File: src/hw/rtl/lsra_pkg.sv
`timescale 1ns / 1ps
// Shared types, constants and helpers for the linear-scan register allocator.
// Used by lsra_cfg and linear_scan_register_allocator_core; depends on nothing.
package lsra_pkg;

    // Sizing
    localparam int VIRT_REGS    = 32;
    localparam int PHYS_REGS    = 8;
    localparam int MAX_POSITION = 1024;
    localparam int SLOTS        = 2 * PHYS_REGS;

    localparam int VIDX_W = $clog2(VIRT_REGS);
    localparam int CNT_W  = $clog2(VIRT_REGS + 1);
    localparam int POS_W  = $clog2(MAX_POSITION);
    localparam int PIDX_W = $clog2(PHYS_REGS);
    localparam int SLOT_W = $clog2(SLOTS);

    // Fixed word field widths
    localparam int VIRT_W = 5;
    localparam int PHYS_W = 3;
    localparam int MASK_W = 8;

    // Configuration port
    localparam int ADDR_W = 3;
    localparam int DATA_W = 32;
    localparam int RIDX_W = 1;
    localparam logic [RIDX_W-1:0] REG_GP_MASK  = 1'b0;
    localparam logic [RIDX_W-1:0] REG_VEC_MASK = 1'b1;

    localparam logic [MASK_W-1:0] GP_MASK_RST  = 8'd17;
    localparam logic [MASK_W-1:0] VEC_MASK_RST = 8'd0;

    // Register classes
    localparam logic CLASS_GP  = 1'b0;
    localparam logic CLASS_VEC = 1'b1;

    typedef struct packed {
        logic [MASK_W-1:0] gp_mask;
        logic [MASK_W-1:0] vec_mask;
    } t_cfg;

    localparam t_cfg CFG_RST = '{gp_mask: GP_MASK_RST, vec_mask: VEC_MASK_RST};

    typedef enum logic [2:0] {
        S_IDLE,
        S_ORD,
        S_ENT,
        S_FREE,
        S_ALLOC
    } t_state;

    // Reserved slots of both classes: GP in the low half, vector in the high half
    function automatic logic [SLOTS-1:0] res_all(input t_cfg cfg);
        logic [SLOTS-1:0] r;
        r = '0;
        for (int i = 0; i < PHYS_REGS; i++) begin
            if (i < MASK_W) begin
                r[i]             = cfg.gp_mask[i];
                r[PHYS_REGS + i] = cfg.vec_mask[i];
            end
        end
        return r;
    endfunction

endpackage

File: src/hw/rtl/linear_scan_register_allocator_core.sv
`timescale 1ns / 1ps
// Top level of the linear-scan register allocator: reference capture, allocation pass.
// Depends on lsra_pkg and lsra_cfg.

// References load at one word per cycle: each fills the interval table and, on a first
// use, appends the virtual register to the first-use order. The word flagged last starts
// the allocation pass, during which the input is stalled. For each recorded interval the
// pass reads the order memory, then reads the interval, then steps the single endpoint
// comparator over every physical slot of both classes to free expired registers, and
// last picks the lowest free register and emits the word, waiting while the output is
// stalled. The stores clear in the cycle the last result is produced, so the next
// block's first reference is taken right after. An exhausted class yields physical
// register 0 with no_free_register set.
module linear_scan_register_allocator_core (
    input  logic                         i_clk,
    input  logic                         i_rst_n,
    // reference words
    input  logic                         i_valid,
    output logic                         o_stall,
    input  logic                         i_reg_class,
    input  logic [4:0]                   i_virt_index,
    input  logic [9:0]                   i_position,
    input  logic                         i_last,
    // assignment words
    output logic                         o_valid,
    input  logic                         i_stall,
    output logic [4:0]                   o_out_virt,
    output logic [2:0]                   o_phys_id,
    output logic                         o_no_free_register,
    output logic                         o_out_last,
    // configuration
    input  logic                         psel,
    input  logic                         penable,
    input  logic                         pwrite,
    input  logic [lsra_pkg::ADDR_W-1:0]  paddr,
    input  logic [lsra_pkg::DATA_W-1:0]  pwdata,
    output logic [lsra_pkg::DATA_W-1:0]  prdata,
    output logic                         pready
);

    localparam int VR = lsra_pkg::VIRT_REGS;
    localparam int PR = lsra_pkg::PHYS_REGS;
    localparam int SL = lsra_pkg::SLOTS;

    lsra_pkg::t_cfg                   w_cfg;
    logic [SL-1:0]                    w_res;

    // Control state
    lsra_pkg::t_state                 r_state, n_state;
    logic [VR-1:0]                    r_valid, n_valid;
    logic [lsra_pkg::CNT_W-1:0]       r_count, n_count;
    logic [lsra_pkg::CNT_W-1:0]       r_k, n_k;
    logic [lsra_pkg::SLOT_W-1:0]      r_slot, n_slot;
    logic [SL-1:0]                    r_busy, n_busy;

    // Stores
    logic [lsra_pkg::POS_W-1:0]       r_ep [SL];
    logic                             mem_cls   [VR];
    logic [lsra_pkg::POS_W-1:0]       mem_start [VR];
    logic [lsra_pkg::POS_W-1:0]       mem_end   [VR];
    logic [lsra_pkg::VIDX_W-1:0]      mem_ord   [VR];

    // Registered memory reads
    logic [lsra_pkg::VIDX_W-1:0]      r_ord_q;
    logic                             r_cls_q;
    logic [lsra_pkg::POS_W-1:0]       r_start_q;
    logic [lsra_pkg::POS_W-1:0]       r_end_q;

    // Output register
    logic                             r_out_valid, n_out_valid;
    logic [lsra_pkg::VIRT_W-1:0]      r_out_virt;
    logic [lsra_pkg::PHYS_W-1:0]      r_out_phys;
    logic                             r_out_nofree;
    logic                             r_out_last;

    // Load-side decode
    logic                             w_accept;
    logic [lsra_pkg::VIDX_W-1:0]      w_vidx;
    logic [lsra_pkg::POS_W-1:0]       w_pos;
    logic                             w_in_range;
    logic                             w_hit;
    logic                             w_open;
    logic                             w_upd;
    logic [lsra_pkg::CNT_W-1:0]       w_count_after;

    // Allocation datapath
    logic                             w_slot_free;
    logic [PR-1:0]                    w_cls_busy;
    logic                             w_found;
    logic [lsra_pkg::PIDX_W-1:0]      w_pick;
    logic [lsra_pkg::SLOT_W-1:0]      w_pick_slot;
    logic                             w_out_room;
    logic                             w_adv;
    logic                             w_final;
    logic [lsra_pkg::CNT_W-1:0]       w_k_inc;

    lsra_cfg u_cfg (
        .i_clk   (i_clk),
        .i_rst_n (i_rst_n),
        .psel    (psel),
        .penable (penable),
        .pwrite  (pwrite),
        .paddr   (paddr),
        .pwdata  (pwdata),
        .prdata  (prdata),
        .pready  (pready),
        .o_cfg   (w_cfg)
    );

    assign w_res = lsra_pkg::res_all(w_cfg);

    // Decode the incoming reference
    assign o_stall       = (r_state != lsra_pkg::S_IDLE);
    assign w_accept      = i_valid && !o_stall;
    assign w_vidx        = lsra_pkg::VIDX_W'(i_virt_index);
    assign w_pos         = lsra_pkg::POS_W'(i_position);
    assign w_in_range    = ({1'b0, i_virt_index} < 6'(VR));
    assign w_hit         = r_valid[w_vidx];
    assign w_open        = w_accept && w_in_range && !w_hit
                           && (r_count < lsra_pkg::CNT_W'(VR));
    assign w_upd         = w_accept && w_in_range && w_hit;
    assign w_count_after = r_count + lsra_pkg::CNT_W'(w_open);

    // Shared endpoint comparator: one slot per cycle
    assign w_slot_free = r_busy[r_slot] && !w_res[r_slot] && (r_ep[r_slot] < r_start_q);

    // Lowest free register of the interval's class
    assign w_cls_busy = (r_cls_q == lsra_pkg::CLASS_VEC) ? r_busy[SL-1:PR] : r_busy[PR-1:0];

    always_comb begin
        w_found = 1'b0;
        w_pick  = '0;
        for (int p = PR - 1; p >= 0; p--) begin
            if (!w_cls_busy[p]) begin
                w_found = 1'b1;
                w_pick  = lsra_pkg::PIDX_W'(p);
            end
        end
    end

    assign w_pick_slot = (r_cls_q == lsra_pkg::CLASS_VEC)
                         ? lsra_pkg::SLOT_W'(PR) + lsra_pkg::SLOT_W'(w_pick)
                         : lsra_pkg::SLOT_W'(w_pick);

    assign w_out_room = !r_out_valid || !i_stall;
    assign w_adv      = (r_state == lsra_pkg::S_ALLOC) && w_out_room;
    assign w_k_inc    = r_k + lsra_pkg::CNT_W'(1);
    assign w_final    = (w_k_inc == r_count);

    // Sequencer: next state and control updates
    always_comb begin
        n_state     = r_state;
        n_valid     = r_valid;
        n_count     = r_count;
        n_k         = r_k;
        n_slot      = r_slot;
        n_busy      = r_busy;
        n_out_valid = r_out_valid && i_stall;
        case (r_state)
            lsra_pkg::S_IDLE: begin
                if (w_open) begin
                    n_valid[w_vidx] = 1'b1;
                end
                n_count = w_count_after;
                if (w_accept && i_last) begin
                    n_busy = w_res;
                    n_k    = '0;
                    if (w_count_after != '0) begin
                        n_state = lsra_pkg::S_ORD;
                    end
                end
            end
            lsra_pkg::S_ORD: begin
                n_state = lsra_pkg::S_ENT;
            end
            lsra_pkg::S_ENT: begin
                n_slot  = '0;
                n_state = lsra_pkg::S_FREE;
            end
            lsra_pkg::S_FREE: begin
                if (w_slot_free) begin
                    n_busy[r_slot] = 1'b0;
                end
                if (r_slot == lsra_pkg::SLOT_W'(SL - 1)) begin
                    n_state = lsra_pkg::S_ALLOC;
                end else begin
                    n_slot = r_slot + lsra_pkg::SLOT_W'(1);
                end
            end
            lsra_pkg::S_ALLOC: begin
                if (w_adv) begin
                    n_out_valid = 1'b1;
                    n_k         = w_k_inc;
                    if (w_found) begin
                        n_busy[w_pick_slot] = 1'b1;
                    end
                    if (w_final) begin
                        // drop the block's stores
                        n_valid = '0;
                        n_count = '0;
                        n_busy  = w_res;
                        n_state = lsra_pkg::S_IDLE;
                    end else begin
                        n_state = lsra_pkg::S_ORD;
                    end
                end
            end
            default: begin
                n_state = lsra_pkg::S_IDLE;
            end
        endcase
    end

    // State register
    always_ff @(posedge i_clk) begin
        if (!i_rst_n) begin
            r_state <= lsra_pkg::S_IDLE;
        end else begin
            r_state <= n_state;
        end
    end

    // Control registers
    always_ff @(posedge i_clk) begin
        if (!i_rst_n) begin
            r_valid     <= '0;
            r_count     <= '0;
            r_k         <= '0;
            r_slot      <= '0;
            r_busy      <= lsra_pkg::res_all(lsra_pkg::CFG_RST);
            r_out_valid <= 1'b0;
        end else begin
            r_valid     <= n_valid;
            r_count     <= n_count;
            r_k         <= n_k;
            r_slot      <= n_slot;
            r_busy      <= n_busy;
            r_out_valid <= n_out_valid;
        end
    end

    // Interval and order stores
    always_ff @(posedge i_clk) begin
        if (w_open || w_upd) begin
            mem_end[w_vidx] <= w_pos;
        end
        if (w_open) begin
            mem_cls[w_vidx]                           <= i_reg_class;
            mem_start[w_vidx]                         <= w_pos;
            mem_ord[r_count[lsra_pkg::VIDX_W-1:0]]    <= w_vidx;
        end
        r_ord_q   <= mem_ord[r_k[lsra_pkg::VIDX_W-1:0]];
        r_cls_q   <= mem_cls[r_ord_q];
        r_start_q <= mem_start[r_ord_q];
        r_end_q   <= mem_end[r_ord_q];
    end

    // Record the endpoint of a newly taken register
    always_ff @(posedge i_clk) begin
        if (w_adv && w_found) begin
            r_ep[w_pick_slot] <= r_end_q;
        end
    end

    // Load the output word
    always_ff @(posedge i_clk) begin
        if (w_adv) begin
            r_out_virt   <= lsra_pkg::VIRT_W'(r_ord_q);
            r_out_phys   <= w_found ? lsra_pkg::PHYS_W'(w_pick) : '0;
            r_out_nofree <= !w_found;
            r_out_last   <= w_final;
        end
    end

    assign o_valid            = r_out_valid;
    assign o_out_virt         = r_out_virt;
    assign o_phys_id          = r_out_phys;
    assign o_no_free_register = r_out_nofree;
    assign o_out_last         = r_out_last;

`ifndef ASSERT_OFF
    // The interval count never exceeds the table depth
    a_count_bound: assert property (@(posedge i_clk) disable iff (!i_rst_n)
        r_count <= lsra_pkg::CNT_W'(VR))
        else $error("interval count above table depth");

    // Reserved registers stay busy throughout the pass
    a_res_busy: assert property (@(posedge i_clk) disable iff (!i_rst_n)
        (r_state != lsra_pkg::S_IDLE) |-> ((r_busy & w_res) == w_res))
        else $error("reserved register freed or handed out");

    // The pass index stays below the interval count
    a_k_bound: assert property (@(posedge i_clk) disable iff (!i_rst_n)
        (r_state != lsra_pkg::S_IDLE) |-> (r_k < r_count))
        else $error("pass index past interval count");

    // The final assignment clears the block's stores
    a_clear: assert property (@(posedge i_clk) disable iff (!i_rst_n)
        (w_adv && w_final) |=> (r_count == '0 && r_valid == '0
                                && r_state == lsra_pkg::S_IDLE && o_out_last))
        else $error("stores not cleared after last assignment");
`endif

endmodule

File: src/hw/rtl/lsra_cfg.sv
`timescale 1ns / 1ps
// APB-style register file holding the reserved-register masks.
// Depends on lsra_pkg.
module lsra_cfg (
    input  logic                         i_clk,
    input  logic                         i_rst_n,
    input  logic                         psel,
    input  logic                         penable,
    input  logic                         pwrite,
    input  logic [lsra_pkg::ADDR_W-1:0]  paddr,
    input  logic [lsra_pkg::DATA_W-1:0]  pwdata,
    output logic [lsra_pkg::DATA_W-1:0]  prdata,
    output logic                         pready,
    output lsra_pkg::t_cfg               o_cfg
);

    lsra_pkg::t_cfg                  r_cfg;
    logic [lsra_pkg::RIDX_W-1:0]     w_idx;
    logic                            w_wr;

    assign w_idx  = paddr[lsra_pkg::ADDR_W-1:2];
    assign w_wr   = psel && penable && pwrite;
    assign pready = 1'b1;
    assign o_cfg  = r_cfg;

    // Write the addressed mask in the access phase
    always_ff @(posedge i_clk) begin
        if (!i_rst_n) begin
            r_cfg <= lsra_pkg::CFG_RST;
        end else if (w_wr) begin
            case (w_idx)
                lsra_pkg::REG_GP_MASK:  r_cfg.gp_mask  <= pwdata[lsra_pkg::MASK_W-1:0];
                lsra_pkg::REG_VEC_MASK: r_cfg.vec_mask <= pwdata[lsra_pkg::MASK_W-1:0];
                default: ;
            endcase
        end
    end

    // Read back, zero extended
    always_comb begin
        case (w_idx)
            lsra_pkg::REG_GP_MASK:  prdata = lsra_pkg::DATA_W'(r_cfg.gp_mask);
            lsra_pkg::REG_VEC_MASK: prdata = lsra_pkg::DATA_W'(r_cfg.vec_mask);
            default:                prdata = '0;
        endcase
    end

endmodule
File: config.mk
export PLATFORM = sky130hd
export DESIGN_NAME = linear_scan_register_allocator_core
export DESIGN_NICKNAME = d
export VERILOG_FILES = /design/src/hw/rtl/lsra_pkg.sv /design/src/hw/rtl/linear_scan_register_allocator_core.sv /design/src/hw/rtl/lsra_cfg.sv
export SDC_FILE = /design/constraint.sdc
export NUM_CORES = 1
export LEC_CHECK = 0
export BUFFER_PORTS_ARGS = -buffer_cell sky130_fd_sc_hd__buf_2
export CORE_MARGIN = 2
export CORE_UTILIZATION = 52
export DETAILED_ROUTE_END_ITERATION = 16
export GPL_TIMING_DRIVEN = 0
export PLACE_DENSITY = 0.68
export SLEW_MARGIN = 20
export SYNTH_ARGS = -nofsm -noshare
export SYNTH_HDL_FRONTEND = slang
export SYNTH_SLANG_ARGS = --single-unit
File: constraint.sdc
create_clock -name i_clk -period 5.63 [get_ports i_clk]
set_input_delay 1.4075 -clock i_clk [delete_from_list [all_inputs] [get_ports i_clk]]
set_output_delay 1.4075 -clock i_clk [all_outputs]
set_load 0.02 [all_outputs]
==> reports/summary.txt <==
status -> finished clean
die width -> 295.3 um
core area -> 83820 sq um
slowest cell on the critical path -> a2111oi_0
Pleak -> 15.65 nW
Critical Path RT -> 6.16 ns
final setup fails -> 0
Worst Hold Margin -> 0.4509 ns
Slew Viols, Final -> 0
post-synth top area share -> 0.6820
final core occ -> 0.5932
DR vias/cell -> 6.075
Fin. Hold Viols -> 0
crit path DAT -> 5.82 ns
most instantiated library cell after synthesis -> edfxtp_1
routability cong. -> 0.9207
count of cell types in the netlist -> 67
pin count of the biggest net entering global routing -> 65
Commonest cells post-synth -> 1002 x edfxtp_1, 319 x mux4_2, 143 x nor2_1, 140 x nand2_1, 114 x dfxtp_1
Die ar. -> 87190 sq um
Reg power frac -> 0.486
crit path max fanout -> 35
CTS max path bufs -> 3
Post-Syn Instances -> 2271
first-pass GRT wire length -> 150000 um
Clk Latency, worst-skew pair -> 0.69 ns
Hold Crit Start -> r_valid[29]$_SDFFE_PN0P_
drt initial violations -> 2437
R2R Setup Slk -> 0.47 ns
Warnings, synthesis -> 0
hold endpoint -> r_valid[29]$_SDFFE_PN0P_
Max Cap Viol -> 0
Port Buffers -> 51
clock sink count -> 1116
FF+latch count, synth -> 1116
Clock Tree Root -> clkbuf_16
clock share of power -> 0.364
Slew HR -> 0.2632
Net Sw Frac -> 0.2552
Die Span Y -> 295.3 um
Register-to-Register Path Depth -> 12
CTS hold repair buffers -> 0
Crit Path Class -> in2reg
TritonCTS clock tree -> yes
clock skew -> 0.03868 ns
CTS Buf Count -> 109
CP Launch Type -> primary input
Overflow after GRT -> 0
Async S/R FF share, synth -> 0
Slowest Stage Delay on Critical Path -> 0.55 ns
layout cells sized above 1 -> 0.2602
site row count -> 106
Routed Antenna Nets -> 0
Critical Path End Type -> register
top-level I/O count -> 104
Logic pwr share -> 0.150
Seq/Total Area, Yosys -> 0.7337
wire per inst -> 27.67 um
DR pass1 iterations -> 6
post_cts resized -> 3
CP most frequent cell -> ha_1
vias -> 22420
Routed WL -> 102100 um
Design Area, Final -> 49720 sq um
worst hold stages -> 2
antenna violations before repair -> 2
Area Overhead vs Synth -> 12.70%
EDFF count, synth -> 1002
switching power -> 5.079 mW
fin crit period -> 5.291 ns
Hold WC Path Type -> reg2reg
synthesized cell area -> 44120 sq um
Final Power -> 19.90 mW
CTS clk-pin slew, worst paths -> 0.06 ns
Slew @ Worst Pin -> 1.101 ns
Setup Buffers After CTS -> 0
Post-DP Area -> 46030 sq um
DP HPWL -> 67980 um
ys flop type -> edfxtp_1
GRT Total Usage -> 0.2376
crit path cell chain -> buf_4, buf_1, mux4_2, a221oi_1, and3_1, nand4b_1, buf_2, inv_1, ha_1, ha_1, nand3_1, nor3_1, nand2_1, a2111oi_0, o21ai_0, nand3b_1, a21oi_1
Power Density -> 400.3 nW/um^2
worst reg2reg path endpoint -> r_busy[4]$_SDFFE_PN1P_
unrepaired setup endpoints after global routing -> false
cell taking the most area after synthesis -> edfxtp_1
maximum VDD drop -> 0.3761 mV
top cells by area, synth -> edfxtp_1 68%, mux4_2 16%, dfxtp_1 5.2%
fmax -> 189.0 MHz
sum of negative setup slack -> 0 ns
Syn Area/Cell -> 19.43 sq um
internal power -> 14.82 mW
vias in the first global route -> 22860
# nets final -> 2538
Initial Util -> 0.5263
H-tree depth -> 3
Post-route DRC -> 0
period utilization -> 0.9398
-- per-layer routing --
layer  wire length [um]  share of wire  global-route usage  vias to the layer above
li1                   -              -                   -                     9540
met1              41610           0.41              0.3277                    11800
met2              49680           0.49              0.3846                      901
met3               7735          0.076             0.04992                      187
met4               3089          0.030             0.07441                        0
met5                  0              0                   0                        -
-- worst max path at each step --
stage | start | end | depth (start not counted)
2_1_floorplan | i_virt_index[0] | r_state[0]$_SDFFE_PN0P_ | 17
5_1_grt | register | r_busy[9]$_SDFFE_PN0P_ | 13
6_report | i_virt_index[1] | r_state[0]$_SDFFE_PN0P_ | 17
3_5_place_dp | i_virt_index[1] | r_state[0]$_SDFFE_PN0P_ | 18
3_3_place_gp | i_virt_index[1] | r_state[0]$_SDFFE_PN0P_ | 18
4_1_cts | register | r_busy[4]$_SDFFE_PN1P_ | 12
-- registers in the layout, summed over array words and instances, names as in the netlist, 5 cells and up, named ones only --
| signal | count |
|---|---|
| mem_cls | 32 |
| mem_end | 320 |
| mem_ord | 160 |
| mem_start | 320 |
| o_out_virt | 5 |
| r_busy | 16 |
| r_count | 6 |
| r_end_q | 10 |
| r_ep | 160 |
| r_k | 6 |
| r_ord_q | 5 |
| r_start_q | 10 |
| r_valid | 32 |
| u_cfg.o_cfg | 16 |
-- power groups by stage --
stage | registers, mW | clock network [mW] | logic (mW)
floorplan | 9.72 | 0 | 1.89
global placement | 9.82 | 0 | 2.90
detailed placement | 9.86 | 0 | 2.96
CTS | 9.68 | 7.34 | 2.96
global route | 9.71 | 7.66 | 3.16
finish | 9.67 | 7.25 | 2.98
-- through the flow --
| step | setup WS (ns) | std cells |
|---|---|---|
| floorplan | 1.165 | 2294 |
| global placement | -0.7554 | 3479 |
| detailed placement | -0.8861 | 3484 |
| CTS | 0.4188 | 3687 |
| global route | 0.03059 | 3690 |
| finish | 0.3388 | 3691 |
-- kinds of logic (layout without fill, tap and decap cells) --
family / count (synthesis) / after routing / synth area share
buf+inv: 180 / 442 / 0.01863
simple gates: 411 / 411 / 0.04251
compound gates: 175 / 175 / 0.02476
xor+xnor: 12 / 12 / 0.002382
mux: 359 / 359 / 0.1733
flops: 1116 / 1116 / 0.7337
other cells: 2 / 26 / 0.0001702
fa+ha+maj: 16 / 16 / 0.004538
-- layout make-up --
cell class	count	area, sq um
Clock buffer	152	3042
Inverter	28	105.1
Multi-Input combinational cell	998	11110
Clock inverter	52	553.0
Tap cell	1134	1419
Buffer	151	720.7
Sequential cell	1116	32370
Timing Repair Buffer	59	402.9
Fill cell	6070	34100
Antenna cell	1	2.502
-- cell usage in the layout, fill, tap and decap left out, types with 6 or more instances in the layout --
cell	n
xor2_1	7
buf_1	25
nand3_1	26
dfxtp_1	114
clkbuf_8	11
mux2_2	35
a31oi_1	7
edfxtp_1	1002
clkinv_2	15
nor2_1	108
nor3_1	12
a211oi_1	6
bufinv_16	9
buf_6	7
conb_1	25
buf_4	38
o21ai_0	20
nand2b_1	21
o31ai_1	10
clkbuf_16	111
a21oi_1	50
inv_1	28
and3_1	18
buf_2	49
or3_1	8
nand3b_1	9
nor2_2	35
clkinv_1	16
a22oi_1	6
clkbuf_1	110
nor2b_1	8
ha_1	16
mux4_2	319
o21ai_1	44
nand2_1	140
-- worst max-delay path: cells and delay by family --
kind,cells,cell delay (ns)
AOI/OAI and AO/OA,4,1.06
adders and majority gates,2,0.44
buffers and inverters,4,1.40
muxes,1,0.40
and+or+nand+nor,6,1.08
Note: power is estimated with default switching activity, not from simulation.
